$ cat src/sv/dpr_pkg.sv
// ----------------------------------------------------------------------------
// dpr_pkg
// Shared types, byte codes and the hex digit decode of the debug packet
// receiver.
// ----------------------------------------------------------------------------
package dpr_pkg;

   localparam int FIELD_BITS_DEFAULT = 32;
   localparam int QUEUE_DEPTH = 2;

   localparam logic [7:0] CH_DOLLAR = 8'h24;
   localparam logic [7:0] CH_HASH = 8'h23;
   localparam logic [7:0] CH_COMMA = 8'h2C;
   localparam logic [7:0] CH_COLON = 8'h3A;
   localparam logic [7:0] CH_SEMI = 8'h3B;
   localparam logic [7:0] CH_PLUS = 8'h2B;
   localparam logic [7:0] CH_MINUS = 8'h2D;
   localparam logic [7:0] NIB_MASK = 8'h4F;
   localparam logic [3:0] NIB_ADJ = 4'd9;

   typedef enum logic [1:0] {
      EV_CMD = 2'd0,
      EV_DIGIT = 2'd1,
      EV_FIELD = 2'd2,
      EV_VERDICT = 2'd3
   } event_type;

   typedef enum logic [1:0] {
      CLS_OTHER = 2'd0,
      CLS_DOLLAR = 2'd1,
      CLS_HASH = 2'd2,
      CLS_SEP = 2'd3
   } class_type;

   typedef struct packed {
      logic [7:0] rx_byte;
   } req_payload_type;

   typedef struct packed {
      logic [1:0] event_res;
      logic [7:0] command_byte;
      logic [3:0] digit_value;
      logic [31:0] field_value;
      logic [3:0] field_index;
      logic [5:0] digit_count;
      logic [7:0] field_closer;
      logic checksum_ok;
      logic [7:0] ack_byte;
      logic [7:0] computed_sum;
      logic [7:0] received_sum;
   } rsp_payload_type;

   typedef struct packed {
      logic [7:0] rx_byte;
      class_type cls;
      logic [3:0] nib;
   } token_type;

   function automatic logic [3:0] nib_of(input logic [7:0] c);
      logic [7:0] a;
      a = c & NIB_MASK;
      return a[3:0] + (a[6] ? NIB_ADJ : 4'd0);
   endfunction

endpackage

$ cat src/sv/dpr_ifs.sv
// ----------------------------------------------------------------------------
// dpr_ifs
// Valid/ready channels for received bytes and for receiver events.
// ----------------------------------------------------------------------------
interface dpr_req_if import dpr_pkg::*; ();
   logic valid;
   logic ready;
   req_payload_type payload;

   modport source (output valid, output payload, input ready);
   modport sink (input valid, input payload, output ready);
endinterface

interface dpr_rsp_if import dpr_pkg::*; ();
   logic valid;
   logic ready;
   rsp_payload_type payload;

   modport source (output valid, output payload, input ready);
   modport sink (input valid, input payload, output ready);
endinterface

$ cat src/sv/dpr_front.sv
// ----------------------------------------------------------------------------
// dpr_front
// Accepts received bytes and tags each with its class and hex nibble.
// ----------------------------------------------------------------------------
module dpr_front import dpr_pkg::*; (
   dpr_req_if.sink req_chan,
   input logic q_ready,
   output logic q_push,
   output token_type q_token
);

   logic [7:0] c;

   assign c = req_chan.payload.rx_byte;
   assign req_chan.ready = q_ready;
   assign q_push = req_chan.valid & q_ready;

   always_comb begin
      q_token.rx_byte = c;
      q_token.nib = nib_of(c);
      if (c == CH_DOLLAR) begin
         q_token.cls = CLS_DOLLAR;
      end else if (c == CH_HASH) begin
         q_token.cls = CLS_HASH;
      end else if (c == CH_COMMA || c == CH_COLON || c == CH_SEMI) begin
         q_token.cls = CLS_SEP;
      end else begin
         q_token.cls = CLS_OTHER;
      end
   end

endmodule

$ cat src/sv/dpr_queue.sv
// ----------------------------------------------------------------------------
// dpr_queue
// Small token queue between the classifier and the packet state machine.
// ----------------------------------------------------------------------------
module dpr_queue import dpr_pkg::*; (
   input logic clock,
   input logic reset,
   input logic push,
   input token_type push_token,
   output logic ready,
   input logic pop,
   output logic valid,
   output token_type head
);

   localparam int PTR_W = (QUEUE_DEPTH > 1) ? $clog2(QUEUE_DEPTH) : 1;
   localparam int CNT_W = $clog2(QUEUE_DEPTH + 1);

   token_type mem_ff [QUEUE_DEPTH];
   logic [PTR_W-1:0] wr_ptr_ff, wr_ptr_in;
   logic [PTR_W-1:0] rd_ptr_ff, rd_ptr_in;
   logic [CNT_W-1:0] count_ff, count_in;

   assign ready = (count_ff != CNT_W'(QUEUE_DEPTH));
   assign valid = (count_ff != '0);
   assign head = mem_ff[rd_ptr_ff];

   always_comb begin
      wr_ptr_in = wr_ptr_ff;
      rd_ptr_in = rd_ptr_ff;
      count_in = count_ff;
      if (push) begin
         wr_ptr_in = (wr_ptr_ff == PTR_W'(QUEUE_DEPTH - 1)) ? '0 : wr_ptr_ff + 1'b1;
      end
      if (pop) begin
         rd_ptr_in = (rd_ptr_ff == PTR_W'(QUEUE_DEPTH - 1)) ? '0 : rd_ptr_ff + 1'b1;
      end
      if (push && !pop) begin
         count_in = count_ff + 1'b1;
      end else if (pop && !push) begin
         count_in = count_ff - 1'b1;
      end
   end

   always_ff @(posedge clock) begin
      if (push) begin
         mem_ff[wr_ptr_ff] <= push_token;
      end
   end

   always_ff @(posedge clock) begin
      if (reset) begin
         wr_ptr_ff <= '0;
         rd_ptr_ff <= '0;
         count_ff <= '0;
      end else begin
         wr_ptr_ff <= wr_ptr_in;
         rd_ptr_ff <= rd_ptr_in;
         count_ff <= count_in;
      end
   end

endmodule

$ cat src/sv/dpr_back.sv
// ----------------------------------------------------------------------------
// dpr_back
// Packet state machine: framing, running sum, hex fields and checksum
// verdict, with a registered result stage.
// ----------------------------------------------------------------------------
module dpr_back import dpr_pkg::*; #(
   parameter int FIELD_BITS = FIELD_BITS_DEFAULT
) (
   input logic clock,
   input logic reset,
   input logic q_valid,
   input token_type q_head,
   output logic q_pop,
   dpr_rsp_if.source rsp_chan
);

   typedef enum logic [2:0] {
      ST_HUNT = 3'd0,
      ST_CMD = 3'd1,
      ST_BODY = 3'd2,
      ST_CKHI = 3'd3,
      ST_CKLO = 3'd4
   } state_type;

   state_type state_ff, state_in;
   logic [7:0] sum_ff, sum_in;
   logic [FIELD_BITS-1:0] acc_ff, acc_in;
   logic [3:0] index_ff, index_in;
   logic [5:0] digits_ff, digits_in;
   logic [7:0] cmd_ff, cmd_in;
   logic [3:0] hi_ff, hi_in;
   logic rsp_valid_ff;
   rsp_payload_type rsp_ff;

   logic res_valid;
   rsp_payload_type res;
   logic [7:0] c;
   logic closing;
   logic [7:0] rx_sum;

   assign c = q_head.rx_byte;
   assign closing = (q_head.cls == CLS_HASH) || (q_head.cls == CLS_SEP);
   assign q_pop = q_valid && (!rsp_valid_ff || rsp_chan.ready);
   assign rsp_chan.valid = rsp_valid_ff;
   assign rsp_chan.payload = rsp_ff;

   always_comb begin
      if (state_ff == ST_CKLO) begin
         rx_sum = closing ? {4'h0, hi_ff} : {hi_ff, q_head.nib};
      end else begin
         rx_sum = 8'h00;
      end
   end

   always_comb begin
      state_in = state_ff;
      sum_in = sum_ff;
      acc_in = acc_ff;
      index_in = index_ff;
      digits_in = digits_ff;
      cmd_in = cmd_ff;
      hi_in = hi_ff;
      res_valid = 1'b0;
      res = '0;
      res.command_byte = cmd_ff;
      unique case (state_ff)
         ST_CMD: begin
            if (q_head.cls == CLS_HASH) begin
               state_in = ST_CKHI;
            end else begin
               cmd_in = c;
               sum_in = sum_ff + c;
               state_in = ST_BODY;
               res_valid = 1'b1;
               res.event_res = EV_CMD;
               res.command_byte = c;
            end
         end
         ST_BODY: begin
            res_valid = 1'b1;
            res.field_index = index_ff;
            if (closing) begin
               res.event_res = EV_FIELD;
               res.field_value = 32'(acc_ff);
               res.digit_count = digits_ff;
               res.field_closer = c;
               if (q_head.cls == CLS_HASH) begin
                  state_in = ST_CKHI;
               end else begin
                  sum_in = sum_ff + c;
                  acc_in = '0;
                  digits_in = '0;
                  if (index_ff != 4'hF) begin
                     index_in = index_ff + 4'd1;
                  end
               end
            end else begin
               sum_in = sum_ff + c;
               acc_in = {acc_ff[FIELD_BITS-5:0], q_head.nib};
               if (digits_ff != 6'h3F) begin
                  digits_in = digits_ff + 6'd1;
               end
               res.event_res = EV_DIGIT;
               res.digit_value = q_head.nib;
               res.field_value = 32'(acc_in);
               res.digit_count = digits_in;
            end
         end
         ST_CKHI, ST_CKLO: begin
            if (state_ff == ST_CKHI && !closing) begin
               hi_in = q_head.nib;
               state_in = ST_CKLO;
            end else begin
               state_in = ST_HUNT;
               res_valid = 1'b1;
               res.event_res = EV_VERDICT;
               res.checksum_ok = (rx_sum == sum_ff);
               res.ack_byte = (rx_sum == sum_ff) ? CH_PLUS : CH_MINUS;
               res.computed_sum = sum_ff;
               res.received_sum = rx_sum;
            end
         end
         default: begin
            if (q_head.cls == CLS_DOLLAR) begin
               state_in = ST_CMD;
               sum_in = '0;
               acc_in = '0;
               index_in = '0;
               digits_in = '0;
               hi_in = '0;
            end else begin
               state_in = ST_HUNT;
            end
         end
      endcase
   end

   always_ff @(posedge clock) begin
      if (reset) begin
         state_ff <= ST_HUNT;
         sum_ff <= '0;
         acc_ff <= '0;
         index_ff <= '0;
         digits_ff <= '0;
         cmd_ff <= '0;
         hi_ff <= '0;
         rsp_valid_ff <= 1'b0;
      end else if (q_pop) begin
         state_ff <= state_in;
         sum_ff <= sum_in;
         acc_ff <= acc_in;
         index_ff <= index_in;
         digits_ff <= digits_in;
         cmd_ff <= cmd_in;
         hi_ff <= hi_in;
         rsp_valid_ff <= res_valid;
         rsp_ff <= res;
      end else if (rsp_chan.ready) begin
         rsp_valid_ff <= 1'b0;
      end
   end

   a_verdict_rehunt: assert property (@(posedge clock) disable iff (reset)
      (q_pop && res_valid && res.event_res == EV_VERDICT) |=> (state_ff == ST_HUNT))
      else $error("state machine did not return to hunting after a verdict");

   a_cmd_to_body: assert property (@(posedge clock) disable iff (reset)
      (q_pop && res_valid && res.event_res == EV_CMD) |=> (state_ff == ST_BODY))
      else $error("command byte did not move to body");

   a_ack_match: assert property (@(posedge clock) disable iff (reset)
      (rsp_valid_ff && rsp_ff.event_res == EV_VERDICT) |->
      ((rsp_ff.checksum_ok && rsp_ff.ack_byte == CH_PLUS) ||
       (!rsp_ff.checksum_ok && rsp_ff.ack_byte == CH_MINUS)))
      else $error("ack byte disagrees with checksum verdict");

   a_no_stall_pop: assert property (@(posedge clock) disable iff (reset)
      (rsp_valid_ff && !rsp_chan.ready) |-> !q_pop)
      else $error("token consumed while result stage is stalled");

endmodule

$ cat src/sv/debug_packet_receiver.sv
// ----------------------------------------------------------------------------
// debug_packet_receiver
// Serial debug packet receiver: framing, hex fields and checksum verdict.
// Path: an accepted byte is written into the queue, then popped into the
// registered result stage when that stage is free.
// Throughput: one byte per cycle unless results stall; queue and result register
// decouple the two sides, and the classifier stalls only when the queue is full.
// Reset empties the queue and result stage and returns to hunting for '$'.
// ----------------------------------------------------------------------------
module debug_packet_receiver import dpr_pkg::*; #(
   parameter int FIELD_BITS = FIELD_BITS_DEFAULT
) (
   input logic clock,
   input logic reset,
   dpr_req_if.sink req_chan,
   dpr_rsp_if.source rsp_chan
);

   logic q_push;
   logic q_ready;
   logic q_pop;
   logic q_valid;
   token_type q_token;
   token_type q_head;

   dpr_front u_front (
      .req_chan(req_chan),
      .q_ready(q_ready),
      .q_push(q_push),
      .q_token(q_token)
   );

   dpr_queue u_queue (
      .clock(clock),
      .reset(reset),
      .push(q_push),
      .push_token(q_token),
      .ready(q_ready),
      .pop(q_pop),
      .valid(q_valid),
      .head(q_head)
   );

   dpr_back #(
      .FIELD_BITS(FIELD_BITS)
   ) u_back (
      .clock(clock),
      .reset(reset),
      .q_valid(q_valid),
      .q_head(q_head),
      .q_pop(q_pop),
      .rsp_chan(rsp_chan)
   );

endmodule

$ cat src/flat_wrapper.sv
// flat-port wrapper written by rule: the top's interface ports become plain ports
module debug_packet_receiver_flat import dpr_pkg::*;
#(
   parameter int FIELD_BITS = FIELD_BITS_DEFAULT
)
  (clock, reset, req_chan_valid, req_chan_payload, req_chan_ready, rsp_chan_valid, rsp_chan_payload, rsp_chan_ready);
  dpr_req_if req_chan_i ();
  dpr_rsp_if rsp_chan_i ();
  input logic clock;
  input logic reset;
  input wire logic [$bits(req_chan_i.valid)-1:0] req_chan_valid;
  input wire logic [$bits(req_chan_i.payload)-1:0] req_chan_payload;
  output wire logic [$bits(req_chan_i.ready)-1:0] req_chan_ready;
  output wire logic [$bits(rsp_chan_i.valid)-1:0] rsp_chan_valid;
  output wire logic [$bits(rsp_chan_i.payload)-1:0] rsp_chan_payload;
  input wire logic [$bits(rsp_chan_i.ready)-1:0] rsp_chan_ready;
  assign req_chan_i.valid = req_chan_valid;
  assign req_chan_i.payload = req_chan_payload;
  assign req_chan_ready = req_chan_i.ready;
  assign rsp_chan_valid = rsp_chan_i.valid;
  assign rsp_chan_payload = rsp_chan_i.payload;
  assign rsp_chan_i.ready = rsp_chan_ready;
  debug_packet_receiver #(.FIELD_BITS(FIELD_BITS)) u_core (.clock(clock), .reset(reset), .req_chan(req_chan_i), .rsp_chan(rsp_chan_i));
endmodule
$ cat config.mk
export PLATFORM = sky130hd
export DESIGN_NAME = debug_packet_receiver_flat
export DESIGN_NICKNAME = d
export VERILOG_FILES = /design/src/sv/dpr_pkg.sv /design/src/sv/dpr_ifs.sv /design/src/sv/dpr_front.sv /design/src/sv/dpr_queue.sv /design/src/sv/dpr_back.sv /design/src/sv/debug_packet_receiver.sv /design/src/flat_wrapper.sv
export SDC_FILE = /design/constraint.sdc
export NUM_CORES = 1
export LEC_CHECK = 0
export ABC_AREA = 1
export BUFFER_PORTS_ARGS = -buffer_cell sky130_fd_sc_hd__buf_4
export CAP_MARGIN = 10
export CELL_PAD_IN_SITES_DETAIL_PLACEMENT = 1
export CELL_PAD_IN_SITES_GLOBAL_PLACEMENT = 1
export CORE_MARGIN = 4
export CORE_UTILIZATION = 48
export CTS_CLUSTER_SIZE = 10
export DETAILED_ROUTE_END_ITERATION = 8
export PLACE_DENSITY = 0.81
export SYNTH_ARGS = -nofsm -noshare
export SYNTH_HDL_FRONTEND = slang
export SYNTH_SLANG_ARGS = --single-unit
$ cat constraint.sdc
create_clock -name clock -period 9.8 [get_ports clock]
set_clock_uncertainty 0.2 [all_clocks]
set_input_delay 0.98 -clock clock [delete_from_list [all_inputs] [get_ports clock]]
set_output_delay 0.98 -clock clock [all_outputs]
set_load 0.02 [all_outputs]
==> flow_summary.toml <==
[placement]
gp_congestion = 0.890
numPlacedInstances = 1130
detailedPlacementHpwl_microns = 14700
place.port_buffers = 99

[setup_path]
reg2reg_depth = 9
critical_path.reg2reg.endpoint = "u_core.u_back.acc_ff[10]"
worstSetupEndpointType = "flop"
timing.critical_path.fanout_max = 60
timing_worst_setup_path_type = "flop to flop"
cp.required_ns = 9.96
critical_path.startpoint_type = "flop"
arrival_ns = 3.45
worst-r2r-setup-slack_ns = 6.50

[synthesis]
synth_compound_gate_area_share = 0.138
ys_top_cells_by_area = "edfxtp_1 42%, dfxtp_1 18%, nand2_1 6.0%"
area_fraction_of_the_dominant_cell_type_after_synthesis = 0.416
sequential_to_total_area_share_from_yosys_stat = 0.593
synthTopCellsByCount = "129 x nand2_1, 111 x edfxtp_1, 103 x nor2_1, 98 x inv_1"
synth-edff-count = 111
synth-adder-area-share = 0.0212
post_synth_inst_count = 848
synthDominantAreaCellType = "edfxtp_1"
synth-xor-area-share = 0.00765
synth_top_family_by_area = "simple AND/OR/NAND/NOR gates"
synth_mux_area_frac = 0
async_reset_ff_frac = 0
synth-seq-cells = 182
synth.avg_cell_area_sq_um = 9.45
post_synth_num_cell_types = 38
synth_top_flop_cell = "edfxtp_1"
synthMostInstantiatedCell = "nand2_1"
synthSimpleGateAreaFrac = 0.162
synth.cell_area_sq_um = 8010
yosys_warnings = 0

[global_route]
grt_max_degree = 67
vias_in_the_first_global_route = 6562
globalRoute.totalOverflow = 0
first_pass_grt_wire_length_microns = 34100
global_route.usage.total = 0.232
antenna_found_initial = 0

[drt]
route.vias.total = 6311
first_pass_iteration_count_of_the_detailed_router = 5
vias_per_cell = 5.42
drtAntennaViolNets = 0
dr.first_iter.drc_count = 278
drt-wirelength-per-cell_microns = 18.0
drc = 0
postRouteWirelength_microns = 20900

[sta]
setup_total_negative_slack_ns = 0
grt_setup_unrepaired = "false"
clock.fmax_mhz = 303
hold_violations = 0
post-route-min-period_ns = 3.30
worst_slew_margin_rel = 0.373
measured_slew_at_the_worst_slew_check_pin_ns = 0.939
finalMaxSlewViolations = 0
timing.final.setup_violations = 0
post-route-period-util = 0.336

[die]
io_pins = 103
rows = 46
fp.dieArea_sq_um = 18800
initial_utilization = 0.497
core_area_sq_um = 16100
die_h_microns = 137
die-width_microns = 137

[clock_network]
clock_sink_count = 182
tritoncts = "yes"
cts_buffer_depth = 2
number_of_buffers_inserted_for_hold_repair_after_clock_tree_synthesis = 0
post_cts_buffers = 0
clk_pin_slew_worst_paths_ns = 0.07
root_buffer = "clkbuf_16"
clock_insertion_delay_worst_skew_ns = 0.43
postCtsResizedCells = 0
htreeDepth = 4
cts-buffers-inserted = 17

[power_and_ir_drop]
power_per_cell_area_nw_per_um2 = 311
p_leak_nw = 3.78
seq_power_share = 0.394
share_clk_of_total_power = 0.222
total_switching_power_mw = 1.19
vdd_drop_max_mv = 0.154
intPower_mw = 1.73
combPwrFrac = 0.384
switching_share = 0.408

[layout]
num-nets-final = 960
multiInputGateArea_sq_um = 2660
antenna_cells = 0
layout.cells.non_filler = 1164
drive_gt1_frac = 0.191
area.sequential_sq_um = 4750
area.growth.synth_to_final_pct = 17.6
nFillCells = 1877

[run]
timing.max_cap.violations = 0

[hold_path]
min_from = "u_core.u_back.cmd_ff[7]"
worst_hold_path_type = "flop to flop"
hold_path_depth = 2
min_to = "u_core.u_back.cmd_ff[7]"

[status]
run_status = "finished clean"
-- per-stage QoR --
| stage | util | worst slack [ns] | instance area [sq um] | hold slack (ns) | total power, mW |
|---|---|---|---|---|---|
| after floorplan | - | 4.22 | 8020 | 0.225 | 1.93 |
| after global placement | 0.549 | 6.48 | 8850 | 0.237 | 2.21 |
| after detailed placement | 0.549 | 6.30 | 8850 | 0.245 | 2.28 |
| after CTS | 0.583 | 6.46 | 9400 | 0.257 | 2.94 |
| after global routing | 0.584 | 6.18 | 9420 | 0.280 | 3.12 |
| final | 0.584 | 6.50 | 9420 | 0.251 | 2.93 |
-- worst max-delay path, cell delays in order (launching register included) --
cell and delay [ns]:
dfxtp_1 0.47, inv_2 0.27, nand2_1 0.09, nand2_2 0.28, nand2_2 0.09, nand2_1 0.13, nand4_4 0.73, inv_2 0.60
o21ai_0 0.18, nor2_1 0.16
-- layout by cell type, fill, tap and decap left out, types with 3 or more instances in the layout --
cell / instances
ha_1: 12
inv_6: 4
conb_1: 3
dfxtp_1: 71
clkinv_4: 3
nor3_1: 5
inv_1: 97
buf_4: 104
nor2_1: 102
nand2_2: 8
nand3_1: 37
clkinv_2: 3
o21ai_0: 71
a21oi_2: 10
o22ai_1: 31
nor2_2: 5
inv_2: 6
o21ai_1: 16
or2_2: 8
edfxtp_1: 111
clkbuf_16: 17
nand2_1: 129
nor2_4: 3
xor2_1: 6
a21oi_1: 64
-- power groups by stage --
stage	clock (mW)	sequential (mW)	combinational, mW
final	0.649	1.15	1.12
after global routing	0.698	1.17	1.25
after CTS	0.660	1.16	1.12
after detailed placement	0	1.17	1.11
after global placement	0	1.15	1.06
after floorplan	0	1.25	0.683
-- sequential cells by signal, indices dropped and copies added, names as in the netlist, 2 cells and up, named ones only --
name	cells
u_core.u_back.acc_ff	32
u_core.u_back.cmd_ff	8
u_core.u_back.digits_ff	6
u_core.u_back.hi_ff	4
u_core.u_back.index_ff	4
u_core.u_back.rsp_chan.payload	83
u_core.u_back.state_ff	3
u_core.u_back.sum_ff	8
u_core.u_queue.count_ff	2
u_core.u_queue.mem_ff	28
-- final cells by class --
cell class	count	area share
clock buffers	18	0.0456
clock inverters	14	0.0133
multi-input cells	525	0.282
repair buffers	105	0.0841
flip-flops and latches	182	0.505
inverters	104	0.0414
well taps	216	0.0287
-- how the worst max path moves through the flow --
| stage | depth (start not counted) | endpoint | slack [ns] | from |
|---|---|---|---|---|
| final | 9 | u_core.u_back.acc_ff[10] | 6.50 | flop |
| after global routing | 9 | u_core.u_back.acc_ff[10] | 6.18 | flop |
| after CTS | 9 | u_core.u_back.acc_ff[10] | 6.46 | flop |
| after detailed placement | 6 | u_core.u_back.rsp_chan.payload[54] | 6.30 | rsp_chan_ready |
| after global placement | 6 | u_core.u_back.rsp_chan.payload[14] | 6.48 | rsp_chan_ready |
| after floorplan | 4 | u_core.u_back.rsp_chan.payload[0] | 4.22 | rsp_chan_ready |
-- per-layer routing --
metal	vias to the layer above	global-route usage	part of all wire
met3	30	0.0383	0.047
met1	3087	0.315	0.45
met2	177	0.384	0.49
met4	0	0.0737	0.019
li1	3017	-	-
met5	-	0	0
-- cells by family after synthesis --
kind of cell             Yosys count
AND/OR/NAND/NOR                  302
AO/OA/AOI/OAI                    200
flip-flops                       182
buffers and inverters            143
adder cells (fa/ha/maj)           13
XOR/XNOR                           7
other                              1
Power figures use the tool's default switching activity.
